`src/design/jit_ram.sv`:
```
module jit_ram #(
  parameter int WIDTH = 32,
  parameter int DEPTH = 8,
  localparam int AW = (DEPTH > 1) ? $clog2(DEPTH) : 1
) (
  input  logic             clk,
  input  logic             we,
  input  logic [AW-1:0]    waddr,
  input  logic [WIDTH-1:0] wdata,
  input  logic             re,
  input  logic [AW-1:0]    raddr,
  output logic [WIDTH-1:0] rdata
);

  logic [WIDTH-1:0] mem [DEPTH];

  // Single write port, registered read (old data on same-edge collision)
  always_ff @(posedge clk) begin
    if (we) begin
      mem[waddr] <= wdata;
    end
    if (re) begin
      rdata <= mem[raddr];
    end
  end

endmodule

```
`config.mk`:
```
export PLATFORM = sky130hd
export DESIGN_NAME = jit_ram
export DESIGN_NICKNAME = d
export VERILOG_FILES = /design/src/design/jit_ram.sv
export SDC_FILE = /design/constraint.sdc
export NUM_CORES = 1
export LEC_CHECK = 0
export BUFFER_PORTS_ARGS = -buffer_cell sky130_fd_sc_hd__buf_2
export CAP_MARGIN = 20
export CORE_MARGIN = 2
export CORE_UTILIZATION = 60
export CTS_CLUSTER_SIZE = 12
export DETAILED_ROUTE_END_ITERATION = 8
export GPL_TIMING_DRIVEN = 0
export PLACE_DENSITY = 0.79
export SYNTH_ARGS = -nofsm -noshare
export SYNTH_HDL_FRONTEND = slang
export SYNTH_SLANG_ARGS = --single-unit
```
`constraint.sdc`:
```
create_clock -name clk -period 4.6 [get_ports clk]
set_clock_uncertainty 0.2 [all_clocks]
set_input_delay 0.46 -clock clk [delete_from_list [all_inputs] [get_ports clk]]
set_output_delay 0.46 -clock clk [all_outputs]
set_load 0.02 [all_outputs]
```
; ---- Yosys cells after proc, flatten, opt, wreduce, memory -nomap -nowiden
; Memories as Yosys holds them, arrays and structs flattened. A register that Yosys moved wholly into a read port is not among the register bits.
; Cells that the tools add are included.
[op_classes]
n_mux = 2
[op_table]
columns = operator, n
row1 = 1-bit 2-to-1 mux, 2
[totals]
reg_bits = 0
mem_bits_rw = 256
inputBits = 41
output_inout_bits = 32
mem_count = 1
[mem_list]
columns = name, words, word_bits, read_ports, rd_ports_with_merged_regs, wr, line_no
row1 = mem, 8, 32, 1, 1, 1, 15  ; logic [WIDTH-1:0] mem [DEPTH];

; ---- Depth between registers and ports, before layout
[logic_depth]
ltp_word = 2
depth_mapped = 4

; ---- Least setup slack after synthesis
; No wires, ideal clock.
[synth_path]
kind = input to register
startpoint = input port waddr[2]
endpoint = memory mem[0][0] (enable)
setup_ns = 0.461
t_arrival_ns = 2.846
setup_slack_ns = 1.093
path_stages = 2
path_buffers = 0
cell_sequence = nand2b_1 > nor3_1
[synth_lines]
columns = element, line_no
row1 = "start, declared", 8  ; input logic [AW-1:0] waddr,
row2 = "end, declared", 15
; Straight into the memory's write port.

; ---- Worst setup path after layout
[layout_path]
startpoint = input port waddr[2]
endpoint = memory mem[0][3] (enable)
; Straight into the memory's write port.

==> out/results.txt <==
Of the available clock period, the critical path in the final layout requires 42.4%. Counting I/O delays and the setup requirement, the final critical path takes 1950 ps. Sequential cells were found to cover 80.2% of the synthesized design area. Final setup violation count: 0.

By area, the combinational part of the netlist is dominated by multiplexers. Element type at the critical path end: a flip-flop. The post-synthesis share of cell area spent on and, or, nand and nor gates works out to 0.545%.

Setup repair after global routing left no endpoint under its margin. Yosys attributes the largest share of cell area to edfxtp_1 (80%), mux4_1 (9.7%), mux4_2 (5.0%), mux2_2 (3.3%), buf_6 (0.73%). After synthesis, the share of cell area in mux cells is 18.1%. The cell count of the worst hold path was 1; the wire length of the first global-routing pass was 30300 µm.

The congestion estimate from routability-driven global placement came to 0.682. The instance area at placement came out at 0.0117 mm². The run gives 1260 µm as the detailed route wirelength on metal3. Final count of hold timing violations: 0. Once the clock tree was built, the setup fixing pass inserted 0 buffers.

In the global route stage, overall resource usage came out at 21.2%. The first TritonRoute pass finished after 5 iterations. Prior to clock tree synthesis, the placed netlist has a worst setup slack of 2160 ps. For the sum of net half-perimeters after detailed placement, the log shows 11400 µm. The net count of the finished layout is 590. For the I/O pin count, the log shows 73. The core region area was 0.0178 mm²; the number of design rule violations left after detail routing was 0. Number of clock buffers inserted by TritonCTS: 28. Fill cell total of the finished layout: 1009. The detailed-routing wirelength on met1 was 7660 µm. In this run, the number of DRC markers left after iteration 0 of detailed routing was 391.

Destination of the worst hold path: mem[3][1]$_DFFE_PP_. STA classifies the critical path startpoint as an input port. The cell sitting at the root of the clock tree is a clkbuf_16.

For this block, the routed nets add up to 20000 µm of wire. On the final layout, the worst hold slack is 10.7 ps. The run finished with clean final reports. The die outline height was 138 µm; the total number of H-tree levels was 1. TritonCTS built the clock tree.

The floorplan has 49 rows. The pin slew with the least headroom to its limit works out to 999 ps. The worst register-to-register path has a setup slack of 2860 ps.

The logs give 22 for the number of hold buffers added after cts and 0.0127 mm² for the final instance area. The number of placed instances, taps included, is 726. The post-synthesis to final-layout area growth was 17.6%. The total clock sinks is 288, and the number of cells traversed by the worst register-to-register path is 2. Counting every instance in the synthesized netlist gives 415.

For the number of antenna violations at the first check in global routing, the log shows 1. The finished layout holds 788 standard cells, fillers aside. The mapped netlist covers 0.0108 mm². The endpoint identified for the worst register-to-register timing path is rdata[6]$_DFFE_PP_.

The post-synthesis share of cell area spent on xor and xnor gates is 0%, and the worst-case headroom to the max-slew limit is 33.4%. Once the floorplan was initialized, standard cells occupied 60.7% of the core. The global route total overflow is 0, and the max-slew violation total from the final report is 0. The post-route netlist has 33.7% of its cells at a drive strength greater than 1. The Yosys step of the flow raised 0 warnings. The number of global-route vias before repair is 5165.

The area enclosed by the die boundary is 0.0191 mm², and the maximum ir drop on the vdd rail is 0.000314 V. The sum of negative setup slack is 0 ps, and the flop and latch count out of synthesis is 288. Pin count of the biggest net entering global routing: 33. Number of port buffers: 69. In this run the power density over the cells is 421 mW/mm². The setup path with the least slack is of type input port to flip-flop. Detail-routed via count per cell: 6.10. The cell accounting for the most synthesized area is edfxtp_1. Max-cap violations in this run came to 0. The run gives 3 as the worst-case clock buffer depth. In this run the remaining antenna-violating nets after routing total 0.

The data arrival time of the worst path was 1990 ps; the peak fanout along the critical path was 9. The final route contains 4806 vias. The clock transition at the registers of the reported paths was 60 ps; the die boundary width was 138 µm. The number of distinct library cells after synthesis was 12. The synthesized-area fraction occupied by ao, oa, aoi and oai cells was 0%. The required time of the worst setup path came out at 4640 ps. The start point of the worst hold path is wdata[1]. The later pin in the worst-skew pair is clocked with a latency of 530 ps. Timing would allow up to 0.513 GHz. The worst register-to-register path begins at mem[1][6]$_DFFE_PP_. After detailed routing, the met2 layer carries 10600 µm of wire. The mean instance size in the synthesized netlist was 26.0 µm²; the final worst slack was 2650 ps.

Number of gates resized after cts: 0. The net count after synthesis was 456. After Yosys synthesis, full adders, half adders and majority gates account for 0% of the synthesized area. Dividing the detail-routed wire length by the instance count gives 25.4 µm. The top layer reached by signal wires was met4. The tightest min-delay check is of the input port to flip-flop type.

The analysis attributes to cell leakage a power of 4.27 nW. Of the post-synthesis cell area, the dominant cell type holds 80.2%.
placed cells by master, fill, tap and decap left out:
cell type      count
buf_1              4
buf_12             4
buf_16             2
buf_2             75
buf_6             12
buf_8              2
clkbuf_1           9
clkbuf_16         29
clkinv_1           2
diode_2            1
dlygate4sd3_1     22
edfxtp_1         288
mux2_2            32
mux4_1            40
mux4_2            24
nand2_1            2
nand2b_1           3
nor2_4             6
nor3_2             2
per-stage QoR:
stage / total power [mW] / utilization, %
final: 5.34 / 71.3
after global routing: 5.50 / 71.3
after CTS: 5.38 / 71.3
after detailed placement: 3.39 / 65.8
after global placement: 3.36 / 64.2
after floorplan: 3.25 / -
area by class of cell:
cell class	count	area, µm²	share of cell area, %
diodes	1	2.50	0.0197
repair buffers	104	787	6.21
well taps	229	287	2.26
clock buffers	37	756	5.96
flip-flops and latches	288	8650	68.2
multi-input cells	109	2070	16.3
plain buffers	18	128	1.01
clock inverters	2	7.51	0.0592
metal layers:
layer,global-route usage (%),vias up
li1,-,2073
met1,27.7,2496
met2,37.3,193
met3,3.50,44
met4,6.44,0
met5,0,-
state kept, by name, indices dropped and copies added, names as in the netlist:
register  flops
mem         256
rdata        32
power breakdown:
part	internal, mW	switching, mW
Sequential	3.00	0.0233
Combinational	0.149	0.176
Clock	1.13	0.868
Total	4.27	1.07
critical path: stages:
cell	delay [ps]
buf_2	100
nand2b_1	310
nor3_2	700
buf_8	250
buf_6	160
cell usage after synthesis:
master    instances
buf_6             7
mux4_2           24
buf_1             4
mux4_1           40
clkbuf_1          1
nor2_1            6
nand2b_1          3
buf_2             6
nand2_1           2
nor3_1            2
edfxtp_1        288
mux2_2           32
how the worst max path moves through the flow:
| stage | startpoint | endpoint | depth (start not counted) |
|---|---|---|---|
| 6_report | waddr[2] | mem[0][3]$_DFFE_PP_ | 5 |
| 5_1_grt | we | mem[4][21]$_DFFE_PP_ | 5 |
| 4_1_cts | waddr[2] | mem[0][8]$_DFFE_PP_ | 5 |
| 3_5_place_dp | waddr[2] | mem[0][10]$_DFFE_PP_ | 5 |
| 3_3_place_gp | waddr[2] | mem[0][12]$_DFFE_PP_ | 3 |
| 2_1_floorplan | waddr[2] | mem[0][0]$_DFFE_PP_ | 2 |
cells by family after synthesis:
logic type,after synthesis
muxes,96
DFF,288
buffers and inverters,18
and+or+nand+nor,13
Note: power is estimated with default switching activity, not from simulation.
